<file path="config.mk">
export PLATFORM = sky130hd
export DESIGN_NAME = utwm_queue
export DESIGN_NICKNAME = d
export VERILOG_FILES = /design/src/utf8_text_width_meter_core_macros.svh /design/src/utwm_queue.sv
export SDC_FILE = /design/constraint.sdc
export NUM_CORES = 1
export LEC_CHECK = 0
export BUFFER_PORTS_ARGS = -buffer_cell sky130_fd_sc_hd__buf_2
export CAP_MARGIN = 10
export CORE_UTILIZATION = 55
export CTS_CLUSTER_DIAMETER = 60
export DETAILED_ROUTE_END_ITERATION = 10
export HOLD_SLACK_MARGIN = 0.15
export PLACE_DENSITY = 0.78
export RECOVER_POWER = 50
export SETUP_SLACK_MARGIN = 0.02
export SLEW_MARGIN = 25
export SYNTH_ARGS = -nofsm -noshare
export SYNTH_HDL_FRONTEND = slang
export SYNTH_SLANG_ARGS = --single-unit
</file>
<file path="constraint.sdc">
create_clock -name clock -period 2.4 [get_ports clock]
set_input_delay 0.48 -clock clock [delete_from_list [all_inputs] [get_ports clock]]
set_output_delay 0.48 -clock clock [all_outputs]
set_load 0.01 [all_outputs]
</file>
<file path="src/utf8_text_width_meter_core_macros.svh">
// Assertion macros shared by the width meter RTL.
`ifndef UTF8_TEXT_WIDTH_METER_CORE_MACROS_SVH
`define UTF8_TEXT_WIDTH_METER_CORE_MACROS_SVH
`ifndef SYNTHESIS
`define UTWM_ASSERT(label, clk, rst, prop) \
   label: assert property (@(posedge clk) disable iff (rst) prop) \
      else $error("utwm assertion failed");
`define UTWM_ASSERT_RST(label, clk, prop) \
   label: assert property (@(posedge clk) prop) \
      else $error("utwm reset assertion failed");
`else
`define UTWM_ASSERT(label, clk, rst, prop)
`define UTWM_ASSERT_RST(label, clk, prop)
`endif
`endif

</file>
<file path="src/utwm_queue.sv">
// Small register queue used between the pipeline parts and at the result side.
`default_nettype none
module utwm_queue #(
   parameter int WIDTH = 8,
   parameter int DEPTH = 4
) (
   input  wire logic                       clock,
   input  wire logic                       reset,
   input  wire logic                       push,
   input  wire logic [WIDTH-1:0]           push_data,
   output logic                            full,
   input  wire logic                       pop,
   output logic [WIDTH-1:0]                pop_data,
   output logic                            empty,
   output logic [$clog2(DEPTH+1)-1:0]      count
);
   localparam int PW = (DEPTH > 1) ? $clog2(DEPTH) : 1;
   localparam int CW = $clog2(DEPTH+1);

   logic [WIDTH-1:0] store_ff [DEPTH];
   logic [PW-1:0]    wr_ptr_ff, wr_ptr_in;
   logic [PW-1:0]    rd_ptr_ff, rd_ptr_in;
   logic [CW-1:0]    count_ff, count_in;
   logic             do_push, do_pop;

   assign full     = (count_ff == CW'(DEPTH));
   assign empty    = (count_ff == '0);
   assign count    = count_ff;
   assign pop_data = store_ff[rd_ptr_ff];
   assign do_push  = push && !full;
   assign do_pop   = pop && !empty;

   always_comb begin
      wr_ptr_in = wr_ptr_ff;
      rd_ptr_in = rd_ptr_ff;
      count_in  = count_ff;
      if (do_push) begin
         wr_ptr_in = (wr_ptr_ff == PW'(DEPTH-1)) ? '0 : wr_ptr_ff + 1'b1;
      end
      if (do_pop) begin
         rd_ptr_in = (rd_ptr_ff == PW'(DEPTH-1)) ? '0 : rd_ptr_ff + 1'b1;
      end
      if (do_push && !do_pop) begin
         count_in = count_ff + 1'b1;
      end else if (do_pop && !do_push) begin
         count_in = count_ff - 1'b1;
      end
   end

   always_ff @(posedge clock) begin
      if (reset) begin
         wr_ptr_ff <= '0;
         rd_ptr_ff <= '0;
         count_ff  <= '0;
      end else begin
         wr_ptr_ff <= wr_ptr_in;
         rd_ptr_ff <= rd_ptr_in;
         count_ff  <= count_in;
      end
   end

   always_ff @(posedge clock) begin
      if (do_push) begin
         store_ff[wr_ptr_ff] <= push_data;
      end
   end

endmodule
`default_nettype wire

</file>
# --- After elaboration in Yosys (flattened, before gate mapping) ---
# Memories as Yosys holds them, arrays and structs flattened. A register that Yosys moved wholly into a read port is not among the register bits.
# Cells that the tools add are included.
op_classes:
  reduce_logical: 10
  muxes: 8
  n_eq_ne: 3
  n_addsub: 4
op_table:
  columns: ["operator", "n"]
  rows:
  - ["2-bit 2-to-1 mux", 4]
  - ["3-bit 2-to-1 mux", 2]
  - ["2-bit by 1-bit adder with 2-bit output (second input constant)", 2]
  - ["2-bit == test (second input constant)", 2]
  - ["1-bit logical AND", 4]
  - ["1-bit zero test", 4]
  - ["3-bit by 1-bit adder with 3-bit output (second input constant)", 1]
  - ["3-bit == test (second input constant)", 1]
  - ["3-bit zero test", 1]
  - ["3-bit by 1-bit subtractor with 3-bit output (second input constant)", 1]
  - ["1-bit 2-to-1 mux", 2]
  - ["2-bit nonzero test", 1]
totals:
  elab_cells: 29
  out_inout_bits: 13
  register_bits: 7
  mem_bits_rw: 32
  n_memories: 1
  inputBits: 12
memory_table:
  columns: ["memory", "depth", "word_bits", "rd", "rd_ports_with_merged_regs", "wr", "line_no", "text"]
  rows:
  - ["store_ff", 4, 8, 1, 1, 1, "utwm_queue.sv:20", "logic [WIDTH-1:0] store_ff [DEPTH];"]

# --- Logic depth before layout (Yosys ltp) ---
logic_depth:
  depth_word: 7
  mapped_depth: 10
  mapped_depth_nobuf: 9

# --- Least setup slack after synthesis ---
# Ideal clock, no wire load.
synth_path:
  kind: "register to register"
  startpoint: "register count_ff[0], in the netlist count[0]"
  endpoint: "register count_ff[2], in the netlist count[2]"
  arrival_time_ns: 2.188
  t_required_ns: 2.330
  n_path_buf: 1
  setup_slack_ns: 0.142
  synth_period_minus_slack_ns: 2.258
  stages_incl_launch_ff: 11
  setup_time_ns: 0.070
  path_cell_list: "dfxtp_1 or3b_1 buf_6 clkinv_4 nor2_2 ha_1 inv_1 fa_1 xor2_1 or3_2 a21oi_1"
synth_via:
  elab_chain_cells: 6
  word_cells_on_any_way: 15
  classes_between: "2 x add/sub; 1 x eq/ne; 2 x mux; 10 x reduce/logical"
synth_lines:
  columns: ["element", "line_no", "text"]
  rows:
  - ["from (decl)", "utwm_queue.sv:23", "logic [CW-1:0] count_ff, count_in;"]
  - ["from (signal assigned)", "utwm_queue.sv:58", "count_ff <= count_in;"]
  - ["3-bit == test (*)", "utwm_queue.sv:26", "assign full = (count_ff == CW'(DEPTH));"]
  - ["named net full", "utwm_queue.sv:11", "output logic full,"]
  - ["1-bit zero test (*)", "utwm_queue.sv:30", "assign do_push = push && !full;"]
  - ["1-bit logical AND (*)", "utwm_queue.sv:30", null]
  - ["named net do_push", "utwm_queue.sv:24", "logic do_push, do_pop;"]
  - ["1-bit zero test", "utwm_queue.sv:45", "end else if (do_pop && !do_push) begin"]
  - ["1-bit logical AND", "utwm_queue.sv:45", null]
  - ["2-bit nonzero test (no line)", null, null]
# Mark *: on every way through the listed nets, which the timed path passes. The rest lies on a longest branch. The select of a mux whose other input is x is not followed.
# A chain may end at the register's enable or synchronous reset.

# --- Worst setup path in the final report ---
layout_path:
  startpoint: "register count_ff[0], in the netlist count[0]"
  endpoint: "register count_ff[2], in the netlist count[2]"
layout_via:
  elab_chain_cells: 6
  word_cells_on_any_way: 15
  classes_between: "2 x add/sub; 1 x eq/ne; 2 x mux; 10 x reduce/logical"
layout_lines:
  columns: ["element", "line_no"]
  rows:
  - ["3-bit == test (*)", "utwm_queue.sv:26"]
  - ["1-bit zero test (*)", "utwm_queue.sv:30"]
  - ["1-bit logical AND (*)", "utwm_queue.sv:30"]
  - ["named net do_push", "utwm_queue.sv:24"]
  - ["1-bit zero test", "utwm_queue.sv:45"]
  - ["1-bit logical AND", "utwm_queue.sv:45"]
  - ["2-bit nonzero test (no line)", null]
# Marks and branches as above.

==> flow_metrics.tcl <==
set metrics [dict create \
    status "complete, but fails checks" \
    violations "design-rule violations" \
    routedWlPerCell_um 15.8 \
    drc 8 \
    nets 140 \
    clock_path_buffers 2 \
    grt_overflow 0 \
    p_per_area_mw_per_mm2 997 \
    diodes 0 \
    hold_viol 0 \
    hpwl_mm 1.72 \
    hold_path.class "in -> reg" \
    start_util_pct 58.7 \
    pin_count 25 \
    relSlewSlack_pct 72.6 \
    core_area_mm2 0.00281 \
    synth_area_leader_cell "edfxtp_1" \
    crit_required_ps 2680 \
    tns_ps 0 \
    post-route-cell-area_mm2 0.00188 \
    min_period_ps 2240 \
    cp-end-kind "flop" \
    synth.cell_area_mm2 0.00165 \
    rr_worst_depth 9 \
    path_class "reg -> reg" \
    ys_warn_count 0 \
    dpl_cell_area_mm2 0.00180 \
    ys.flop_type "edfxtp_1" \
    cts_sinks 41 \
    totalWireLength_mm 2.42 \
    synth-edff-count 32 \
    die_x_um 56.7 \
    finalMaxSlewViolations 0 \
    rsz0062_at_grt "false" \
    worst_pin_slew_ps 410 \
    grt_use_total_pct 17.6 \
    ant_nets 0 \
    hold_path_depth 2 \
    path_max_fanout 6 \
    crit_chain "or3b_1, clkinv_4, nor2_2, ha_2, inv_1, fa_1, xor2_1, or3_2, a21oi_2" \
    syn-num-nets 111 \
    fill_cells 211 \
    synth-async-reset-ratio_pct 0 \
    max_freq_mhz 447 \
    start_kind "flop" \
    finalSetupViolCount 0 \
    gp_congestion 0.692 \
    critPathSlowestCell "dfxtp_2" \
    cts.clk_slew.worst_paths_ps 120 \
    synth_area_per_cell_um2 17.9 \
    fin_skew_ps 12.1 \
    antenna_found_initial 0 \
    ys_seq_elements 41 \
    synthCells 92 \
    drv_cap 0 \
    dr.pass1.iters 7 \
    p_total_w 0.00187 \
    fin_crit_sh_pct 93.3 \
    io_buffers 24 \
    die_h_um 56.7 \
    synth_cell_types 26 \
    ir_worst_vdd_mv 0.637 \
    synth_area_leaders "edfxtp_1 (58%), dfxtp_1 (11%), mux4_2 (11%)" \
    cts_tree "built" \
    grt_max_degree 14 \
    cts_root_buffer "clkbuf_4" \
    max_stage_delay_ps 420 \
    grt_first_pass_wirelength_mm 3.98 \
    synth_top_cell_area_share_pct 58.4 \
    vias_per_cell 5.52 \
    drt_iter0_markers 25 \
    p_leak_nw 0.682 \
    area_delta_synth_final_pct 14.0 \
    dieArea_mm2 0.00321 \
    seq_area_frac_synth_pct 69.4 \
    drive_gt1_share_pct 35.2 \
    rows 19 \
    cts_made_buffers 5 \
    critPathArrivalTime_ps 2520 \
    clk_latency_ps 340 \
    h-tree-depth 2 \
    num_vias 844 \
    grt_pass1_vias 837 \
    whs_ps 389 \
    cts_setup_buffers 0 \
]
==> cells by family (layout without fill, tap and decap cells) <==
group | count (synthesis) | count (layout) | share of synthesized area [%]
flops | 41 | 41 | 69.4
compound gates | 7 | 7 | 3.04
fa+ha+maj | 7 | 7 | 5.78
simple gates | 16 | 16 | 5.70
xor+xnor | 2 | 2 | 1.06
buf+inv | 9 | 39 | 2.89
mux | 10 | 10 | 12.2
==> Yosys cell counts, types with 2 or more instances <==
cell type,instances
dfxtp_1,9
and3_2,4
edfxtp_1,32
nand3_1,2
ha_1,6
o31ai_2,2
mux2i_1,2
xor2_1,2
inv_1,4
a21oi_1,3
nor3_1,2
mux4_2,8
nor2_1,3
==> state kept, by name, indices dropped and copies added (netlist names), named ones only <==
name       flops
store_ff      32
count          3
rd_ptr_ff      2
wr_ptr_ff      2
==> power by group <==
| group | switching [W] | total, W | internal (W) |
|---|---|---|---|
| Sequential | 0.0000691 | 0.000940 | 0.000870 |
| Combinational | 0.000252 | 0.000506 | 0.000254 |
| Clock | 0.000206 | 0.000424 | 0.000218 |
==> placed cells by master, fill, tap and decap left out, types with 2 or more instances in the layout <==
cell / netlist / routed
dfxtp_1: 9 / 6
edfxtp_1: 32 / 32
dfxtp_2: 0 / 2
ha_1: 6 / 5
xor2_1: 2 / 2
buf_2: 1 / 14
and3_2: 4 / 3
mux2i_1: 2 / 2
a21oi_1: 3 / 2
clkbuf_1: 1 / 12
clkbuf_4: 0 / 5
nor2_1: 3 / 3
inv_1: 4 / 4
nor3_1: 2 / 2
nand3_1: 2 / 2
mux4_2: 8 / 8
==> routing by layer <==
metal  GRT usage, %  routed length, µm  part of all wire [%]
met1           21.3               1010                    42
met2           28.1               1250                    51
met3           7.14                137                   5.7
met4           7.14                 26                   1.1
met5              0                  0                     0
==> stage by stage <==
step                      setup slack, ps  cells  utilization, %
after floorplan                       142     92               -
after global placement                208    145            64.0
after detailed placement             74.5    145            64.0
after CTS                            35.3    153            66.7
after global routing                 44.2    153            66.9
final                                 161    153            66.9
==> path summary, 6_finish.rpt <==
path	start	to	slack, ps
max reg2reg	count[0]	count[2]	160
min	reset	count[2]	390
min reg2reg	rd_ptr_ff[0]	flop	500
max	count[0]	count[2]	160
==> timing repair <==
action	in CTS	in global routing
resized for setup	0	8
hold buffers	0	0
setup endpoints to repair	0	1
endpoints found under the hold margin	0	0
==> worst max-delay path: cells and delay by family (launching register included) <==
family                   cells  cell delay, ps
flip-flops                   1             420
AO/OA/AOI/OAI                1             130
AND/OR/NAND/NOR              3             760
XOR/XNOR                     1             160
adder cells (fa/ha/maj)      2             590
buffers and inverters        2             120
==> layout make-up <==
| cell class | instances | area (µm²) | share of cell area [%] |
|---|---|---|---|
| Sequential cell | 41 | 1150 | 61.2 |
| Clock inverter | 2 | 35.0 | 1.87 |
| Clock buffer | 6 | 41.3 | 2.20 |
| Inverter | 5 | 23.8 | 1.27 |
| Tap cell | 31 | 38.8 | 2.07 |
| Multi-Input combinational cell | 42 | 470 | 25.1 |
| Timing Repair Buffer | 26 | 119 | 6.34 |
Note: power is estimated with default switching activity, not from simulation.
