## src/utf8_text_width_meter_core_macros.svh

```systemverilog
// Assertion macros shared by the width meter RTL.
`ifndef UTF8_TEXT_WIDTH_METER_CORE_MACROS_SVH
`define UTF8_TEXT_WIDTH_METER_CORE_MACROS_SVH
`ifndef SYNTHESIS
`define UTWM_ASSERT(label, clk, rst, prop) \
   label: assert property (@(posedge clk) disable iff (rst) prop) \
      else $error("utwm assertion failed");
`define UTWM_ASSERT_RST(label, clk, prop) \
   label: assert property (@(posedge clk) prop) \
      else $error("utwm reset assertion failed");
`else
`define UTWM_ASSERT(label, clk, rst, prop)
`define UTWM_ASSERT_RST(label, clk, prop)
`endif
`endif

```

## src/utwm_pkg.sv

```systemverilog
// Shared types and constants of the UTF-8 text width meter.
`default_nettype none
package utwm_pkg;

   localparam int TABLE_DEPTH_DEFAULT = 256;
   localparam int MID_DEPTH_DEFAULT   = 4;
   localparam int OUT_DEPTH_DEFAULT   = 8;

   localparam logic [15:0] SCALE_RESET = 16'd256;

   typedef enum logic {
      OP_TABLE_WRITE = 1'b0,
      OP_TEXT_BYTE   = 1'b1
   } opcode_type;

   // Classified beat handed from the decoder to the accumulator
   typedef struct packed {
      logic        is_text;
      logic        done;
      logic [7:0]  slot;
      logic        missing;
      logic        last;
      logic [7:0]  table_index;
      logic [15:0] advance_value;
   } mid_item_type;

   typedef struct packed {
      logic        char_done;
      logic [7:0]  glyph_index;
      logic        missing_glyph;
      logic [31:0] running_width;
      logic        width_valid;
      logic [31:0] final_width;
   } out_item_type;

endpackage
`default_nettype wire

```

## src/utwm_front.sv

```systemverilog
// UTF-8 decoder and glyph slot classifier.
`default_nettype none
module utwm_front (
   input  wire logic                  clock,
   input  wire logic                  reset,
   input  wire logic                  accept,
   input  wire logic                  opcode,
   input  wire logic [7:0]            table_index,
   input  wire logic [15:0]           advance_value,
   input  wire logic [7:0]            text_byte,
   input  wire logic                  last,
   output utwm_pkg::mid_item_type     item
);
   localparam logic [20:0] ASCII_LO = 21'h20;
   localparam logic [20:0] ASCII_HI = 21'h7E;
   localparam logic [20:0] CYR_LO   = 21'h410;
   localparam logic [20:0] CYR_HI   = 21'h44F;
   localparam logic [20:0] YO_UP    = 21'h401;
   localparam logic [20:0] YO_LO    = 21'h451;
   localparam logic [7:0]  ASCII_SLOTS = 8'd95;
   localparam logic [7:0]  YO_UP_SLOT  = 8'd159;
   localparam logic [7:0]  YO_LO_SLOT  = 8'd160;
   localparam logic [7:0]  N_SLOT      = 8'd78;

   logic [20:0] pc_ff, pc_in;
   logic [1:0]  rem_ff, rem_in;
   logic [20:0] cp;
   logic        done;
   logic [7:0]  slot;
   logic        missing;
   logic        is_text;

   assign is_text = (opcode == utwm_pkg::OP_TEXT_BYTE);

   always_comb begin
      pc_in  = pc_ff;
      rem_in = rem_ff;
      cp     = '0;
      done   = 1'b0;
      if (rem_ff != 2'd0 && text_byte[7:6] == 2'b10) begin
         // continuation: shift in six bits
         pc_in  = {pc_ff[14:0], text_byte[5:0]};
         rem_in = rem_ff - 2'd1;
         if (rem_ff == 2'd1) begin
            cp    = pc_in;
            done  = 1'b1;
            pc_in = '0;
         end
      end else begin
         // new lead byte; drop any open sequence
         pc_in  = '0;
         rem_in = 2'd0;
         if (text_byte == 8'h00) begin
            done = 1'b0;
         end else if (text_byte[7] == 1'b0) begin
            cp   = {13'd0, text_byte};
            done = 1'b1;
         end else if (text_byte[7:5] == 3'b110) begin
            pc_in  = {16'd0, text_byte[4:0]};
            rem_in = 2'd1;
         end else if (text_byte[7:4] == 4'b1110) begin
            pc_in  = {17'd0, text_byte[3:0]};
            rem_in = 2'd2;
         end else if (text_byte[7:3] == 5'b11110) begin
            pc_in  = {18'd0, text_byte[2:0]};
            rem_in = 2'd3;
         end
      end
      if (last) begin
         pc_in  = '0;
         rem_in = 2'd0;
      end
   end

   always_comb begin
      missing = 1'b0;
      if (cp >= ASCII_LO && cp <= ASCII_HI) begin
         slot = 8'(cp - ASCII_LO);
      end else if (cp >= CYR_LO && cp <= CYR_HI) begin
         slot = ASCII_SLOTS + 8'(cp - CYR_LO);
      end else if (cp == YO_UP) begin
         slot = YO_UP_SLOT;
      end else if (cp == YO_LO) begin
         slot = YO_LO_SLOT;
      end else begin
         slot    = N_SLOT;
         missing = 1'b1;
      end
   end

   always_ff @(posedge clock) begin
      if (reset) begin
         pc_ff  <= '0;
         rem_ff <= '0;
      end else if (accept && is_text) begin
         pc_ff  <= pc_in;
         rem_ff <= rem_in;
      end
   end

   always_comb begin
      item.is_text       = is_text;
      item.done          = is_text && done;
      item.slot          = slot;
      item.missing       = missing;
      item.last          = is_text && last;
      item.table_index   = table_index;
      item.advance_value = advance_value;
   end

endmodule
`default_nettype wire

```

## config.mk

```make
export PLATFORM = sky130hd
export DESIGN_NAME = utwm_front
export DESIGN_NICKNAME = d
export VERILOG_FILES = /design/src/utf8_text_width_meter_core_macros.svh /design/src/utwm_pkg.sv /design/src/utwm_front.sv
export SDC_FILE = /design/constraint.sdc
export NUM_CORES = 1
export LEC_CHECK = 0
export ABC_CLOCK_PERIOD_IN_PS = 10050
export BUFFER_PORTS_ARGS = -buffer_cell sky130_fd_sc_hd__buf_2
export CORE_MARGIN = 4
export CORE_UTILIZATION = 51
export DETAILED_ROUTE_END_ITERATION = 7
export PLACE_DENSITY_LB_ADDON = 0.15
export REMOVE_ABC_BUFFERS = 1
export SYNTH_ARGS = -nofsm -noshare
export SYNTH_HDL_FRONTEND = slang
export SYNTH_SLANG_ARGS = --single-unit
```

## constraint.sdc

```tcl
create_clock -name clock -period 10.05 [get_ports clock]
set_clock_uncertainty 0.2 [all_clocks]
set_input_delay 0.5025 -clock clock [delete_from_list [all_inputs] [get_ports clock]]
set_output_delay 0.5025 -clock clock [all_outputs]
set_load 0.01 [all_outputs]
```

# --- After elaboration in Yosys (flattened, before gate mapping) ---
# Index checks and enable logic that the tools add are counted.
totals:
  ff_bits: 17
  wordCells: 56
  inputBits: 37
  out_inout_bits: 36
op_classes:
  muxes: 31
  n_lt_le_gt_ge: 4
  n_reduce_logical: 8
  addsub: 4
  n_eq_ne: 7
op_table:
  columns: ["op", "count"]
  rows:
  - ["$mux W15", 3]
  - ["$eq A21 B11 Y1 const B", 2]
  - ["$mux W21", 2]
  - ["$mux W8", 4]
  - ["$ge A21 B11 Y1 const B", 1]
  - ["$ge A21 B6 Y1 const B", 1]
  - ["$le A21 B11 Y1 const B", 1]
  - ["$le A21 B7 Y1 const B", 1]
  - ["$mux W5", 3]
  - ["$mux W2", 7]
  - ["$mux W7", 2]
  - ["$add A7 B8 Y8 const A", 1]
  - ["$logic_not A8 Y1", 1]
  - ["$mux W1", 8]
  - ["$sub A8 B5 Y8 const B", 1]
  - ["$sub A8 B6 Y8 const B", 1]
  - ["$logic_and A1 B1 Y1", 6]
  - ["$eq A5 B5 Y1 const B", 1]
  - ["$eq A4 B4 Y1 const B", 1]
  - ["$mux W4", 1]
  - ["$eq A3 B3 Y1 const B", 1]
  - ["$mux W3", 1]
  - ["$eq A2 B1 Y1 const B", 1]
  - ["$eq A2 B2 Y1 const B", 1]
  - ["2 further kinds", 2]

# --- Longest topological paths before layout ---
depth:
  depth_word: 8
  depth_mapped: 15
  mapped_depth_nobuf: 14

# --- Worst setup path after synthesis ---
# Ideal clock, no wire load.
synth_path:
  path_kind: "flip-flop to output port"
  start: "register rem_ff[0]"
  end: "output port item[32] (netlist bit)"
  path_buffers: 0
  required_time_ns: 9.347
  stages_incl_launch_ff: 15
  arrival_ns: 3.030
  path_slack_ns: 6.318
  path_cell_list: "dfxtp_1 -> inv_1 -> ha_1 -> or3b_1 -> nand2_1 -> and2_1 -> nand2_1 -> inv_1 -> ha_1 -> and3b_1 -> o2111ai_1 -> nor4_4 -> o22ai_2 -> and2_1 -> a211oi_1"
synth_rtl:
  columns: ["element", "line", "rtl"]
  rows:
  - ["start, declared", "utwm_front.sv:26", "logic [1:0] rem_ff, rem_in;"]
  - ["start signal, assigned", "utwm_front.sv:97", "rem_ff <= rem_in;"]
  - ["end, declared", "utwm_front.sv:12", "output utwm_pkg::mid_item_type item"]

==> summary.md <==
| Metric | Value |
|---|---|
| Outcome | complete, no violations |
| Number of antenna diodes | 0 |
| Starting Density | 53.6% |
| Leading area contributor after synthesis | dfxtp_1 |
| Clock period minus final worst setup slack | 4.49 ns |
| Worst Tran Pin Value | 0.953 ns |
| Worst hold path type | flop to flop |
| Worst path slowest cell | or4_1 |
| Path depth of the worst reg2reg path | 7 |
| Period Utilization, post-route | 44.6% |
| Final Max Tran Viols | 0 |
| 1st-pass router iterations | 5 |
| Startpoint Class | flop |
| PostCTS Resize Cnt | 0 |
| Total CTS buffers | 3 |
| Worst setup EP type | output port |
| Yosys reg bits | 17 |
| Total GRT Usage | 22.7% |
| Largest cells by area after synthesis | dfxtp_1 19%, buf_4 11%, ha_1 7.6% |
| Post-synthesis sequential area ratio | 18.7% |
| CP Cell Sequence | inv_1 > ha_1 > or3b_1 > nand2_1 > and2_1 > nand2_1 > inv_1 > ha_1 > and3b_1 > o2111ai_1 > nor4_4 > nor2_1 > or4_1 > o211ai_1 > buf_2 |
| Predominant post-synthesis flop cell | dfxtp_1 |
| Clock Root Buffer | clkbuf_4 |
| Max clock buf depth | 2 |
| FMAX | 0.223 GHz |
| Routability Congestion | 0.952 |
| Min-delay src | rem_ff[1] |
| IO buf count | 24 |
| Pin count of the biggest net entering global routing | 20 |
| Worst Path Arrival | 3.78 ns |
| Initial antenna violation count | 0 |
| CP max FO | 8 |
| CTS H-tree lvls | 1 |
| Die width | 67.7 µm |
| Post-DP HPWL | 3.78 mm |
| Area of the mapped netlist | 0.00182 mm² |
| Commonest cells in the netlist | 31 x nor2_1, 26 x buf_4, 17 x dfxtp_1 |
| Vias | 1706 |
| I/O pins | 73 |
| Worst Path Required | 9.35 ns |
| First-pass GRT wire length | 8.00 mm |
| R2R Path Start | rem_ff[0] |
| Leak | 0.755 nW |
| Core box area | 0.00339 mm² |
| Vias in the first global route | 1626 |
| RSZ-0062 raised after global routing | no |
| Routed WL | 4.65 mm |
| CP endpoint | item[31] |
| Layout cells sized above 1 | 19.6% |
| CTS tree | done |
| Peak supply drop | 0.0632 mV |
| Grt ovf | 0 |
| Syn avg cell area | 7.64 µm² |
| Routed Antenna Nets | 0 |
| Int Pwr | 0.0000970 W |
| Placed cell count | 272 |
| Setup ws final | 5.56 ns |
| Sw Share | 32.4% |
| Die area | 0.00458 mm² |
| Fin. Hold Viols | 0 |
| Setup CP Type | flop to output port |
| Critical Path Source | rem_ff[0] |
| Setup slack at placement | 5.90 ns |
| Row Count | 21 |
| Routed wire length per instance | 16.8 µm |
| DRT iter0 DRCs | 240 |
| DRC | 0 |
| Asr flop ratio synth | 0% |
| Final setup TNS | 0 ns |
| CTS Hold Buffers Added | 0 |
| Ys Warns | 0 |
| # nets final | 279 |
| R2R setup slack | 8.08 ns |
| Yosys top cell area share | 18.7% |
| Final setup viols | 0 |
| Clock Power Share | 25.9% |
| P_sw | 0.0000466 W |
| Die height | 67.7 µm |
| Largest stage delay, worst path | 0.54 ns |
| Post-CTS setup buffer count | 0 |
| Distinct cells, synth | 56 |
| Clock Sinks | 17 |
| Final cell count without fillers | 276 |
| Reg-to-Reg End | pc_ff[1] |
| Clock Latency Late Sink | 0.30 ns |
| Vias per inst | 6.18 |
| WHS Path Cells | 2 |
| Clk pin slew, worst setup/hold paths | 0.10 ns |
| Util after Layout | 52.8% |
| Synthesized netlist cell count | 238 |
| Post-synth EDFFs | 0 |
| Sequential share of power | 47.3% |
| Most frequent cell after synthesis | nor2_1 |
| Gate power share | 26.7% |
| Max_slew headroom | 35.6% |
| Area growth syn-to-layout | -1.58% |
| Max-Cap Viols | 0 |
| Power per cell area | 80.2 mW/mm² |
## state kept, by name, indices dropped and copies added (netlist names)
name / count
rem_ff: 2
pc_ff: 15
## layer usage
layer | global-route usage, % | up-vias | share of wire, %
met5 | 5.00 | - | 0
met4 | 5.32 | 0 | 1.2
met3 | 10.1 | 7 | 13
met2 | 31.3 | 98 | 41
met1 | 31.3 | 777 | 45
li1 | - | 824 | -
## worst min-delay path by stage
stage / to / slack [ns]
after floorplan: rem_ff[1] / 0.25
after global placement: rem_ff[1] / 0.27
after detailed placement: rem_ff[1] / 0.28
after CTS: rem_ff[1] / 0.31
after global routing: rem_ff[1] / 0.36
final: rem_ff[1] / 0.30
## cell type report
| class | count | area, µm² |
|---|---|---|
| Timing Repair Buffer | 25 | 128 |
| Fill cell | 353 | 1600 |
| Multi-Input combinational cell | 171 | 1180 |
| Inverter | 13 | 48.8 |
| Clock buffer | 3 | 22.5 |
| Tap cell | 46 | 57.6 |
| Sequential cell | 17 | 340 |
| Clock inverter | 1 | 7.51 |
## metrics by stage
stage / hold WS [ns] / total power (W) / area [µm²]
5_1_grt: 0.360 / 0.000153 / 1790
2_1_floorplan: 0.254 / 0.0000922 / 1570
4_1_cts: 0.306 / 0.000146 / 1790
3_3_place_gp: 0.269 / 0.000108 / 1760
6_report: 0.300 / 0.000144 / 1790
3_5_place_dp: 0.279 / 0.000108 / 1760
## cell usage in the layout, fill, tap and decap left out, types with 4 or more instances in the layout
cell type   n
inv_1       9
a21oi_1    10
o21ai_0     6
dfxtp_1    17
a31oi_1     4
buf_2      24
nand3_1     7
nor3_1      8
nand2_1    16
and2_1      5
nor2_1     31
ha_1       11
a22oi_1    15
nor4_1      4
## kinds of logic after synthesis
logic type	Yosys count	synth area share, %
simple gates	99	31.6
compound gates	56	23.4
buf+inv	50	16.1
flops	17	18.7
fa+ha+maj	11	7.57
xor+xnor	3	1.45
mux	2	1.17
## power groups by stage
stage                      clock, W  combinational (W)  sequential [W]
after global placement            0          0.0000384       0.0000695
after global routing      0.0000420          0.0000430       0.0000680
after detailed placement          0          0.0000381       0.0000695
final                     0.0000372          0.0000384       0.0000679
after CTS                 0.0000398          0.0000382       0.0000680
after floorplan                   0          0.0000228       0.0000694
## critical path, delay by kind of cell (launching register included)
family / cells / cell delay [ns]
adders and majority gates: 2 / 0.42
DFF: 1 / 0.39
buffers and inverters: 3 / 0.33
and+or+nand+nor: 8 / 2.08
AOI/OAI and AO/OA: 2 / 0.29
No activity file was read; power rests on OpenSTA's default activity.
