### config.mk
export PLATFORM = sky130hd
export DESIGN_NAME = utwm_back
export DESIGN_NICKNAME = d
export VERILOG_FILES = /design/src/utf8_text_width_meter_core_macros.svh /design/src/utwm_pkg.sv /design/src/utwm_back.sv
export SDC_FILE = /design/constraint.sdc
export NUM_CORES = 2
export LEC_CHECK = 0
export BUFFER_PORTS_ARGS = -buffer_cell sky130_fd_sc_hd__clkbuf_2
export CAP_MARGIN = 20
export CORE_ASPECT_RATIO = 0.8
export CORE_MARGIN = 2
export CORE_UTILIZATION = 39
export DETAILED_ROUTE_END_ITERATION = 10
export SLEW_MARGIN = 10
export SYNTH_ARGS = -nofsm -noshare
export SYNTH_HDL_FRONTEND = slang
export SYNTH_SLANG_ARGS = --single-unit
export TNS_END_PERCENT = 20
### constraint.sdc
create_clock -name clock -period 9.7 [get_ports clock]
set_input_delay 0 -clock clock [delete_from_list [all_inputs] [get_ports clock]]
set_output_delay 0 -clock clock [all_outputs]
set_load 0.05 [all_outputs]
### src/utf8_text_width_meter_core_macros.svh
// Assertion macros shared by the width meter RTL.
`ifndef UTF8_TEXT_WIDTH_METER_CORE_MACROS_SVH
`define UTF8_TEXT_WIDTH_METER_CORE_MACROS_SVH
`ifndef SYNTHESIS
`define UTWM_ASSERT(label, clk, rst, prop) \
   label: assert property (@(posedge clk) disable iff (rst) prop) \
      else $error("utwm assertion failed");
`define UTWM_ASSERT_RST(label, clk, prop) \
   label: assert property (@(posedge clk) prop) \
      else $error("utwm reset assertion failed");
`else
`define UTWM_ASSERT(label, clk, rst, prop)
`define UTWM_ASSERT_RST(label, clk, prop)
`endif
`endif

### src/utwm_pkg.sv
// Shared types and constants of the UTF-8 text width meter.
`default_nettype none
package utwm_pkg;

   localparam int TABLE_DEPTH_DEFAULT = 256;
   localparam int MID_DEPTH_DEFAULT   = 4;
   localparam int OUT_DEPTH_DEFAULT   = 8;

   localparam logic [15:0] SCALE_RESET = 16'd256;

   typedef enum logic {
      OP_TABLE_WRITE = 1'b0,
      OP_TEXT_BYTE   = 1'b1
   } opcode_type;

   // Classified beat handed from the decoder to the accumulator
   typedef struct packed {
      logic        is_text;
      logic        done;
      logic [7:0]  slot;
      logic        missing;
      logic        last;
      logic [7:0]  table_index;
      logic [15:0] advance_value;
   } mid_item_type;

   typedef struct packed {
      logic        char_done;
      logic [7:0]  glyph_index;
      logic        missing_glyph;
      logic [31:0] running_width;
      logic        width_valid;
      logic [31:0] final_width;
   } out_item_type;

endpackage
`default_nettype wire

### src/utwm_back.sv
// Advance table, width accumulator and final scaling pipeline.
`default_nettype none
module utwm_back #(
   parameter int TABLE_DEPTH = utwm_pkg::TABLE_DEPTH_DEFAULT,
   parameter int OUT_DEPTH   = utwm_pkg::OUT_DEPTH_DEFAULT
) (
   input  wire logic                         clock,
   input  wire logic                         reset,
   input  wire logic                         csr_we,
   input  wire logic [15:0]                  csr_wdata,
   input  wire logic                         mid_empty,
   input  wire utwm_pkg::mid_item_type       mid_item,
   output logic                              mid_pop,
   input  wire logic [$clog2(OUT_DEPTH+1)-1:0] out_count,
   output logic                              out_push,
   output utwm_pkg::out_item_type            out_item
);
   localparam int AW = $clog2(TABLE_DEPTH);

   logic [15:0] table_mem [TABLE_DEPTH];
   logic [15:0] adv_ff;
   logic [15:0] scale_ff;

   logic                   s1_v_ff;
   utwm_pkg::mid_item_type s1_item_ff;

   logic [31:0] acc_ff, acc_in;
   logic [31:0] running;
   logic [32:0] sum;

   logic        s2_v_ff;
   logic [31:0] s2_running_ff;
   logic        s2_done_ff, s2_missing_ff, s2_last_ff;
   logic [7:0]  s2_slot_ff;

   logic        s3_v_ff;
   logic [47:0] s3_prod_ff;
   logic [31:0] s3_running_ff;
   logic        s3_done_ff, s3_missing_ff, s3_last_ff;
   logic [7:0]  s3_slot_ff;

   logic        credit_ok;
   logic        tbl_we;
   logic        tbl_re;

   // hold off when the result queue could not take every beat in flight
   assign credit_ok = (int'(out_count) + int'(s1_v_ff) + int'(s2_v_ff) + int'(s3_v_ff))
                      < OUT_DEPTH;
   assign mid_pop   = !mid_empty && credit_ok;
   assign tbl_we    = mid_pop && !mid_item.is_text && (int'(mid_item.table_index) < TABLE_DEPTH);
   assign tbl_re    = mid_pop && mid_item.done;

   always_ff @(posedge clock) begin
      if (tbl_we) begin
         table_mem[AW'(mid_item.table_index)] <= mid_item.advance_value;
      end
   end

   always_ff @(posedge clock) begin
      if (tbl_re) begin
         adv_ff <= table_mem[AW'(mid_item.slot)];
      end
   end

   always_ff @(posedge clock) begin
      if (reset) begin
         scale_ff <= utwm_pkg::SCALE_RESET;
      end else if (csr_we) begin
         scale_ff <= csr_wdata;
      end
   end

   always_ff @(posedge clock) begin
      if (reset) begin
         s1_v_ff <= 1'b0;
      end else begin
         s1_v_ff <= mid_pop;
      end
      if (mid_pop) begin
         s1_item_ff <= mid_item;
      end
   end

   // saturating add of the looked-up advance
   always_comb begin
      sum     = {1'b0, acc_ff} + {17'd0, adv_ff};
      running = acc_ff;
      if (s1_item_ff.done) begin
         running = sum[32] ? 32'hFFFF_FFFF : sum[31:0];
      end
      acc_in = s1_item_ff.last ? 32'd0 : running;
   end

   always_ff @(posedge clock) begin
      if (reset) begin
         acc_ff  <= '0;
         s2_v_ff <= 1'b0;
      end else begin
         s2_v_ff <= s1_v_ff;
         if (s1_v_ff) begin
            acc_ff <= acc_in;
         end
      end
      if (s1_v_ff) begin
         s2_running_ff <= running;
         s2_done_ff    <= s1_item_ff.done;
         s2_missing_ff <= s1_item_ff.missing;
         s2_last_ff    <= s1_item_ff.last;
         s2_slot_ff    <= s1_item_ff.slot;
      end
   end

   always_ff @(posedge clock) begin
      if (reset) begin
         s3_v_ff <= 1'b0;
      end else begin
         s3_v_ff <= s2_v_ff;
      end
      if (s2_v_ff) begin
         s3_prod_ff    <= s2_running_ff * {16'd0, scale_ff};
         s3_running_ff <= s2_running_ff;
         s3_done_ff    <= s2_done_ff;
         s3_missing_ff <= s2_missing_ff;
         s3_last_ff    <= s2_last_ff;
         s3_slot_ff    <= s2_slot_ff;
      end
   end

   assign out_push = s3_v_ff;

   always_comb begin
      out_item.char_done     = s3_done_ff;
      out_item.glyph_index   = s3_done_ff ? s3_slot_ff : 8'd0;
      out_item.missing_glyph = s3_done_ff && s3_missing_ff;
      out_item.running_width = s3_running_ff;
      out_item.width_valid   = s3_last_ff;
      out_item.final_width   = 32'd0;
      if (s3_last_ff) begin
         out_item.final_width = (s3_prod_ff[47:40] != 8'd0) ? 32'hFFFF_FFFF
                                                            : s3_prod_ff[39:8];
      end
   end

endmodule
`default_nettype wire

After elaboration in Yosys (flattened, before gate mapping)
Memories as Yosys holds them, arrays and structs flattened. A register that Yosys moved wholly into a read port is not among the register bits.
Cells that the tools add are included.
{"block": "classes", "add_sub_neg": 4, "mux": 8, "n_mul": 1, "n_lt_le_gt_ge": 1, "reduce_logical": 7}
{"cell": "2-to-1 mux 32 bit", "n": 5}
{"cell": "multiplier 32 x 16 -> 48 bit", "n": 1}
{"cell": "adder 32 x 16 -> 33 bit", "n": 1}
{"cell": "2-to-1 mux 8 bit", "n": 1}
{"cell": "nonzero test 8 bit", "n": 1}
{"cell": "adder 6 x 1 -> 7 bit", "n": 1}
{"cell": "less-than comparator 7 x 4 -> 1 bit (second input constant)", "n": 1}
{"cell": "adder 5 x 1 -> 6 bit", "n": 1}
{"cell": "adder 4 x 1 -> 5 bit", "n": 1}
{"cell": "logical AND 1 bit", "n": 4}
{"cell": "logical NOT 1 bit", "n": 2}
{"cell": "2-to-1 mux 1 bit", "n": 2}
{"block": "word_totals", "mem_bits_rw": 4096, "memories": 1, "out_inout_bits": 77, "word_cells": 42, "register_bits": 196, "in_bits": 60}
{"name": "table_mem", "words": 256, "width": 16, "read_ports": 1, "rd_ports_with_merged_regs": 1, "write_ports": 1, "line_no": "utwm_back.sv:20", "source": "logic [15:0] table_mem [TABLE_DEPTH];"}

Depth between registers and ports, before layout
{"block": "depth", "ltp_word": 8, "mapped_depth": 23, "ltp_nobuf": 21}

Worst setup path before layout
No wires, ideal clock.
{"block": "synth_path", "path_kind": "register to register", "from": "register scale_ff[1]", "to": "register s3_prod_ff[44] (data pin)", "t_arrival_ps": 6009, "t_required_ps": 9436, "synth_period_minus_slack_ps": 6272, "setup_slack_ps": 3428, "stages_incl_launch_ff": 24, "setup_time_ps": 264, "path_buffers": 2, "path_cell_list": "dfxtp_1 -> clkbuf_1 -> nand2_1 -> fa_1 -> inv_1 -> fa_1 -> inv_1 -> fa_1 -> inv_1 -> fa_1 -> fa_1 -> inv_1 -> fa_1 -> inv_1 -> ha_1 -> clkbuf_1 -> a21oi_1 -> o21ai_1 -> or2_2 -> or3b_2 -> a21oi_1 -> o21bai_1 -> a221oi_1 -> xnor2_1"}
{"block": "synth_between", "elab_chain_len": 1}
{"element": "from (decl)", "line_no": "utwm_back.sv:22", "source": "logic [15:0] scale_ff;"}
{"element": "from (signal assigned)", "line_no": "utwm_back.sv:67", "source": "scale_ff <= utwm_pkg::SCALE_RESET;"}
{"element": "from (signal assigned)", "line_no": "utwm_back.sv:69", "source": "scale_ff <= csr_wdata;"}
{"element": "multiplier 32 x 16 -> 48 bit", "line_no": "utwm_back.sv:120", "source": "s3_prod_ff <= s2_running_ff * {16'd0, scale_ff};"}
{"element": "to (signal assigned)", "line_no": "utwm_back.sv:120"}
{"element": "to (decl)", "line_no": "utwm_back.sv:37", "source": "logic [47:0] s3_prod_ff;"}
Every way passes these cells.
A chain may end at the register's enable or synchronous reset.

Worst setup path after layout
Same ends and word-level chain as after synthesis.

==> run_summary.xml <==
<?xml version="1.0" encoding="UTF-8"?>
<metrics>
  <group name="finish">
    <metric name="final-seq-area" unit="sq um">129000</metric>
    <metric name="final_net_count" unit="">9835</metric>
    <metric name="final_layout_size_suffix_gt1_share" unit="%">26.5</metric>
    <metric name="multi_input_comb_area" unit="sq um">48400</metric>
    <metric name="fin_cells" unit="">15800</metric>
    <metric name="area.growth.synth_to_final" unit="%">13.4</metric>
    <metric name="nFillCells" unit="">38800</metric>
  </group>
  <group name="floorplanning">
    <metric name="top_level_ports" unit="">137</metric>
    <metric name="die_x" unit="microns">764</metric>
    <metric name="dieArea" unit="sq um">468000</metric>
    <metric name="std_cell_rows" unit="">223</metric>
    <metric name="die_height" unit="microns">612</metric>
    <metric name="core_area" unit="sq um">461000</metric>
    <metric name="initial_core_util" unit="%">39.1</metric>
  </group>
  <group name="timing">
    <metric name="finalSetupViolCount" unit="">0</metric>
    <metric name="fmaxAchievable" unit="GHz">0.132</metric>
    <metric name="whs" unit="ns">0.0346</metric>
    <metric name="final.setup_skew" unit="ns">0.0904</metric>
    <metric name="final_hold_viol_count" unit="">0</metric>
    <metric name="timing.slew.headroom" unit="%">9.07</metric>
    <metric name="maxSlewViolCount" unit="">0</metric>
    <metric name="worstMarginPinSlew" unit="ns">1.36</metric>
    <metric name="post-route-min-period" unit="ns">7.60</metric>
    <metric name="fin_tns_setup" unit="ns">0</metric>
    <metric name="unrepaired_setup_endpoints_after_global_routing" unit="">false</metric>
    <metric name="period_share" unit="%">78.3</metric>
  </group>
  <group name="logic_synthesis">
    <metric name="postSynth.asyncResetShare" unit="%">0</metric>
    <metric name="synthesis_stage_register_bit_count" unit="">4300</metric>
    <metric name="synth_area" unit="sq um">180000</metric>
    <metric name="synth_top_cell_by_area" unit="">sky130_fd_sc_hd__edfxtp_1</metric>
    <metric name="synth_seq_area_share" unit="%">71.3</metric>
    <metric name="synth_top_cells_by_area" unit="">sky130_fd_sc_hd__edfxtp_1, sky130_fd_sc_hd__mux4_2, sky130_fd_sc_hd__fa_1</metric>
    <metric name="post_synth_edffs" unit="">4249</metric>
    <metric name="ys.flop_type" unit="">sky130_fd_sc_hd__edfxtp_1</metric>
    <metric name="synth.avg_cell_area" unit="sq um">20.9</metric>
    <metric name="yosysUniqueCellTypes" unit="">74</metric>
    <metric name="syn-num-nets" unit="">9263</metric>
    <metric name="netlist_instances" unit="">8650</metric>
    <metric name="synth.top_cell.area_share" unit="%">70.7</metric>
    <metric name="yosysWarnings" unit="">0</metric>
  </group>
  <group name="outcome">
    <metric name="violations_in_the_final_reports" unit="">DRC</metric>
    <metric name="run_status" unit="">finished, violations left</metric>
  </group>
  <group name="cts">
    <metric name="cts_inserted_buffers" unit="">406</metric>
    <metric name="cts_max_level" unit="">5</metric>
    <metric name="clkSinkCount" unit="">4300</metric>
    <metric name="clk-insertion-delay-late" unit="ns">1.03</metric>
    <metric name="clk_root_buffer_cell" unit="">sky130_fd_sc_hd__clkbuf_16</metric>
    <metric name="max-clock-path-buffers" unit="">4</metric>
    <metric name="cts_repair_resize_count" unit="">0</metric>
    <metric name="clock_tree_from_tritoncts" unit="">built</metric>
    <metric name="clock_slew_at_reported_path_ffs" unit="ns">0.06</metric>
  </group>
  <group name="power_and_ir_drop">
    <metric name="pwr_density_cell" unit="nW/um^2">205</metric>
    <metric name="power.internal" unit="mW">31.4</metric>
    <metric name="seq_power_share" unit="%">49.4</metric>
    <metric name="static-leakage-power" unit="nW">66.2</metric>
    <metric name="share_of_power_burned_in_combinational_logic" unit="%">13.2</metric>
    <metric name="p_clk_share" unit="%">37.4</metric>
    <metric name="maximum_resistive_drop_on_vdd" unit="V">0.000168</metric>
    <metric name="sw_frac_of_total" unit="%">24.9</metric>
    <metric name="switching_power" unit="mW">10.4</metric>
  </group>
  <group name="critical_path">
    <metric name="worst_r2r_endpoint" unit="">s3_prod_ff[44]</metric>
    <metric name="worst_setup_path_start_kind" unit="">flop</metric>
    <metric name="rr_startpoint" unit="">scale_ff[1]</metric>
    <metric name="worst-setup-path-type" unit="">flop to flop</metric>
    <metric name="worstPathArrival" unit="ns">8.29</metric>
    <metric name="cp_data_required_time" unit="ns">10.39</metric>
    <metric name="crit_path_end_kind" unit="">flop</metric>
    <metric name="worst-r2r-setup-slack" unit="ns">2.10</metric>
    <metric name="worst-r2r-cell-count" unit="">22</metric>
    <metric name="timing.critical_path.fanout_max" unit="">23</metric>
  </group>
  <group name="placement">
    <metric name="weighted_congestion_at_the_end_of_routability_driven_global_placement" unit="">0.843</metric>
    <metric name="io_buffer_count" unit="">136</metric>
    <metric name="post-place-cells" unit="">14900</metric>
    <metric name="dpl_wire_length" unit="microns">279000</metric>
  </group>
  <group name="routing">
    <metric name="routed-via-count" unit="">88800</metric>
    <metric name="finalWirelength" unit="microns">467000</metric>
    <metric name="via_per_inst" unit="">5.64</metric>
    <metric name="drt-pass1-iter-count" unit="">11</metric>
    <metric name="route.detailed.drc" unit="">46</metric>
    <metric name="ant_nets" unit="">0</metric>
    <metric name="drt_initial_violations" unit="">10900</metric>
    <metric name="detail_route.wl_per_cell" unit="microns">29.7</metric>
  </group>
  <group name="hold_path">
    <metric name="worstHoldPathType" unit="">input pin to flop</metric>
    <metric name="min_delay_endpoint" unit="">table_mem[53][13]</metric>
    <metric name="min_from" unit="">mid_item[13]</metric>
    <metric name="hold_path_depth" unit="">2</metric>
  </group>
  <group name="global_routing">
    <metric name="grt_pass1_vias" unit="">89800</metric>
    <metric name="grt_first_pass_wirelength" unit="microns">669000</metric>
    <metric name="grt.total_usage" unit="%">19.7</metric>
    <metric name="maximum_number_of_pins_on_one_net_before_global_route_repair" unit="">162</metric>
    <metric name="antenna_found_initial" unit="">40</metric>
    <metric name="globalRoute.totalOverflow" unit="">0</metric>
  </group>
  <group name="flow_run">
    <metric name="max-cap-violations" unit="">0</metric>
  </group>
</metrics>
## stage by stage
step                      total power, mW  util [%]  worst slack (ns)  area (sq um)
after floorplan                      24.7         -              3.43        180000
after global placement               26.5      41.3              2.15        190000
after detailed placement             26.6      41.3              2.17        190000
after CTS                            42.2      44.3              2.15        204000
after global routing                 43.5      44.4              1.73        205000
final                                41.9      44.4              2.10        205000
## layer usage
layer	up-vias	routed length, microns	track usage, %	share of wire (%)
met3	563	45000	4.33	9.6
met5	-	113	0	0.024
met1	48200	206000	30.2	44
met2	4165	206000	29.1	44
met4	18	10300	4.30	2.2
li1	35900	-	-	-
## power by group through the flow
stage                     Clock (mW)  Combinational [mW]  Sequential, mW
final                           15.6                5.53            20.7
after global routing            16.7                6.13            20.7
after CTS                       15.9                5.53            20.7
after detailed placement           0                5.46            21.1
after global placement             0                5.40            21.1
after floorplan                    0                3.63            21.1
## flip-flops by register name, summed over array words and instances, names as in the netlist, 8 cells and up
register       count
s3_prod_ff        40
s2_running_ff     32
s2_slot_ff         8
s3_running_ff     32
acc_ff            32
scale_ff          16
s1_item_ff        11
table_mem       4096
s3_slot_ff         8
adv_ff            16
## kinds of logic (layout without fill, tap and decap cells)
| logic type | count (synthesis) | after routing | synth area share [%] |
|---|---|---|---|
| simple gates | 1080 | 1080 | 2.73 |
| flops | 4300 | 4300 | 71.3 |
| other cells | 0 | 10 | 0 |
| mux | 1393 | 1393 | 16.9 |
| fa+ha+maj | 553 | 553 | 5.58 |
| compound gates | 346 | 346 | 1.33 |
| buf+inv | 925 | 1829 | 1.94 |
| xor+xnor | 53 | 53 | 0.257 |
## repair_timing
action	in CTS	in global routing
setup buffers	0	0
hold buffers	103	2
endpoints found under the hold margin	2155	6
## worst max-delay path by stage
stage	end	slack, ns	startpoint	depth (start not counted)
2_1_floorplan	s3_prod_ff[44]	3.43	scale_ff[1]	23
3_3_place_gp	s3_prod_ff[47]	2.15	scale_ff[6]	20
3_5_place_dp	s3_prod_ff[46]	2.17	scale_ff[10]	19
4_1_cts	s3_prod_ff[47]	2.15	scale_ff[6]	20
5_1_grt	s3_prod_ff[44]	1.73	scale_ff[1]	22
6_report	s3_prod_ff[44]	2.10	scale_ff[1]	22
## layout make-up
type | instances | area share [%]
diodes | 10 | 0.0122
inverters | 462 | 0.848
well taps | 6187 | 3.78
flip-flops and latches | 4300 | 62.9
multi-input cells | 3425 | 23.7
clock buffers | 493 | 5.20
repair buffers | 627 | 2.52
clock inverters | 247 | 1.10
## synth_stat cells (6+ instances only)
cell type / n
sky130_fd_sc_hd__edfxtp_1: 4249
sky130_fd_sc_hd__mux4_2: 1312
sky130_fd_sc_hd__inv_1: 462
sky130_fd_sc_hd__fa_1: 419
sky130_fd_sc_hd__nand2_1: 378
sky130_fd_sc_hd__nor2_1: 358
sky130_fd_sc_hd__clkbuf_1: 348
sky130_fd_sc_hd__and2_1: 221
sky130_fd_sc_hd__ha_1: 134
sky130_fd_sc_hd__buf_1: 102
sky130_fd_sc_hd__a21oi_1: 72
sky130_fd_sc_hd__mux2_2: 65
sky130_fd_sc_hd__dfxtp_1: 51
sky130_fd_sc_hd__o21ai_0: 44
sky130_fd_sc_hd__xnor2_1: 42
sky130_fd_sc_hd__o21a_1: 38
sky130_fd_sc_hd__o22ai_1: 32
sky130_fd_sc_hd__a21o_1: 27
sky130_fd_sc_hd__nand3_1: 27
sky130_fd_sc_hd__o221a_1: 16
sky130_fd_sc_hd__mux2i_1: 15
sky130_fd_sc_hd__a31oi_1: 14
sky130_fd_sc_hd__nand4_1: 14
sky130_fd_sc_hd__nor2b_1: 14
sky130_fd_sc_hd__nor3_1: 13
sky130_fd_sc_hd__and3_1: 11
sky130_fd_sc_hd__xor2_1: 11
sky130_fd_sc_hd__nor4_1: 10
sky130_fd_sc_hd__a211oi_1: 9
sky130_fd_sc_hd__a22o_1: 9
sky130_fd_sc_hd__buf_2: 9
sky130_fd_sc_hd__o21bai_1: 8
sky130_fd_sc_hd__or3_1: 8
sky130_fd_sc_hd__nand2b_1: 7
sky130_fd_sc_hd__o31ai_1: 7
sky130_fd_sc_hd__o211ai_1: 6
sky130_fd_sc_hd__o21ai_1: 6
## worst max-delay path, stage by stage (launching register included)
cell                       delay [ns]
sky130_fd_sc_hd__dfxtp_1         0.98
sky130_fd_sc_hd__buf_4           0.37
sky130_fd_sc_hd__nand2_1         0.11
sky130_fd_sc_hd__fa_1            0.56
sky130_fd_sc_hd__inv_1           0.05
sky130_fd_sc_hd__fa_1            0.53
sky130_fd_sc_hd__inv_1           0.05
sky130_fd_sc_hd__fa_1            0.50
sky130_fd_sc_hd__inv_1           0.05
sky130_fd_sc_hd__fa_1            0.44
sky130_fd_sc_hd__fa_1            0.51
sky130_fd_sc_hd__inv_1           0.05
sky130_fd_sc_hd__fa_1            0.47
sky130_fd_sc_hd__inv_1           0.04
sky130_fd_sc_hd__ha_1            0.38
sky130_fd_sc_hd__a21oi_1         0.20
sky130_fd_sc_hd__o21ai_1         0.11
sky130_fd_sc_hd__or2_2           0.31
sky130_fd_sc_hd__or3b_2          0.44
sky130_fd_sc_hd__a21oi_1         0.35
sky130_fd_sc_hd__o21bai_1        0.33
sky130_fd_sc_hd__a221oi_1        0.36
sky130_fd_sc_hd__xnor2_1         0.10
## cells in the final DEF (no fill, tap or decap), types with 21 or more instances in the layout
cell	n
sky130_fd_sc_hd__o22ai_1	32
sky130_fd_sc_hd__nor2_2	34
sky130_fd_sc_hd__nand2_1	369
sky130_fd_sc_hd__dfxtp_1	48
sky130_fd_sc_hd__clkinv_2	70
sky130_fd_sc_hd__ha_1	134
sky130_fd_sc_hd__nand3_1	21
sky130_fd_sc_hd__mux2_2	65
sky130_fd_sc_hd__inv_1	462
sky130_fd_sc_hd__dlygate4sd3_1	104
sky130_fd_sc_hd__clkbuf_16	413
sky130_fd_sc_hd__edfxtp_1	4249
sky130_fd_sc_hd__clkbuf_2	115
sky130_fd_sc_hd__a21o_1	27
sky130_fd_sc_hd__mux4_2	1312
sky130_fd_sc_hd__o21ai_0	44
sky130_fd_sc_hd__and2_1	221
sky130_fd_sc_hd__nor2_1	324
sky130_fd_sc_hd__fa_1	419
sky130_fd_sc_hd__a21oi_1	72
sky130_fd_sc_hd__clkbuf_1	80
sky130_fd_sc_hd__xnor2_1	42
sky130_fd_sc_hd__buf_8	22
sky130_fd_sc_hd__o21a_1	38
sky130_fd_sc_hd__bufinv_16	32
sky130_fd_sc_hd__buf_4	363
sky130_fd_sc_hd__clkinv_1	101
(Power assumes the default switching activity.)
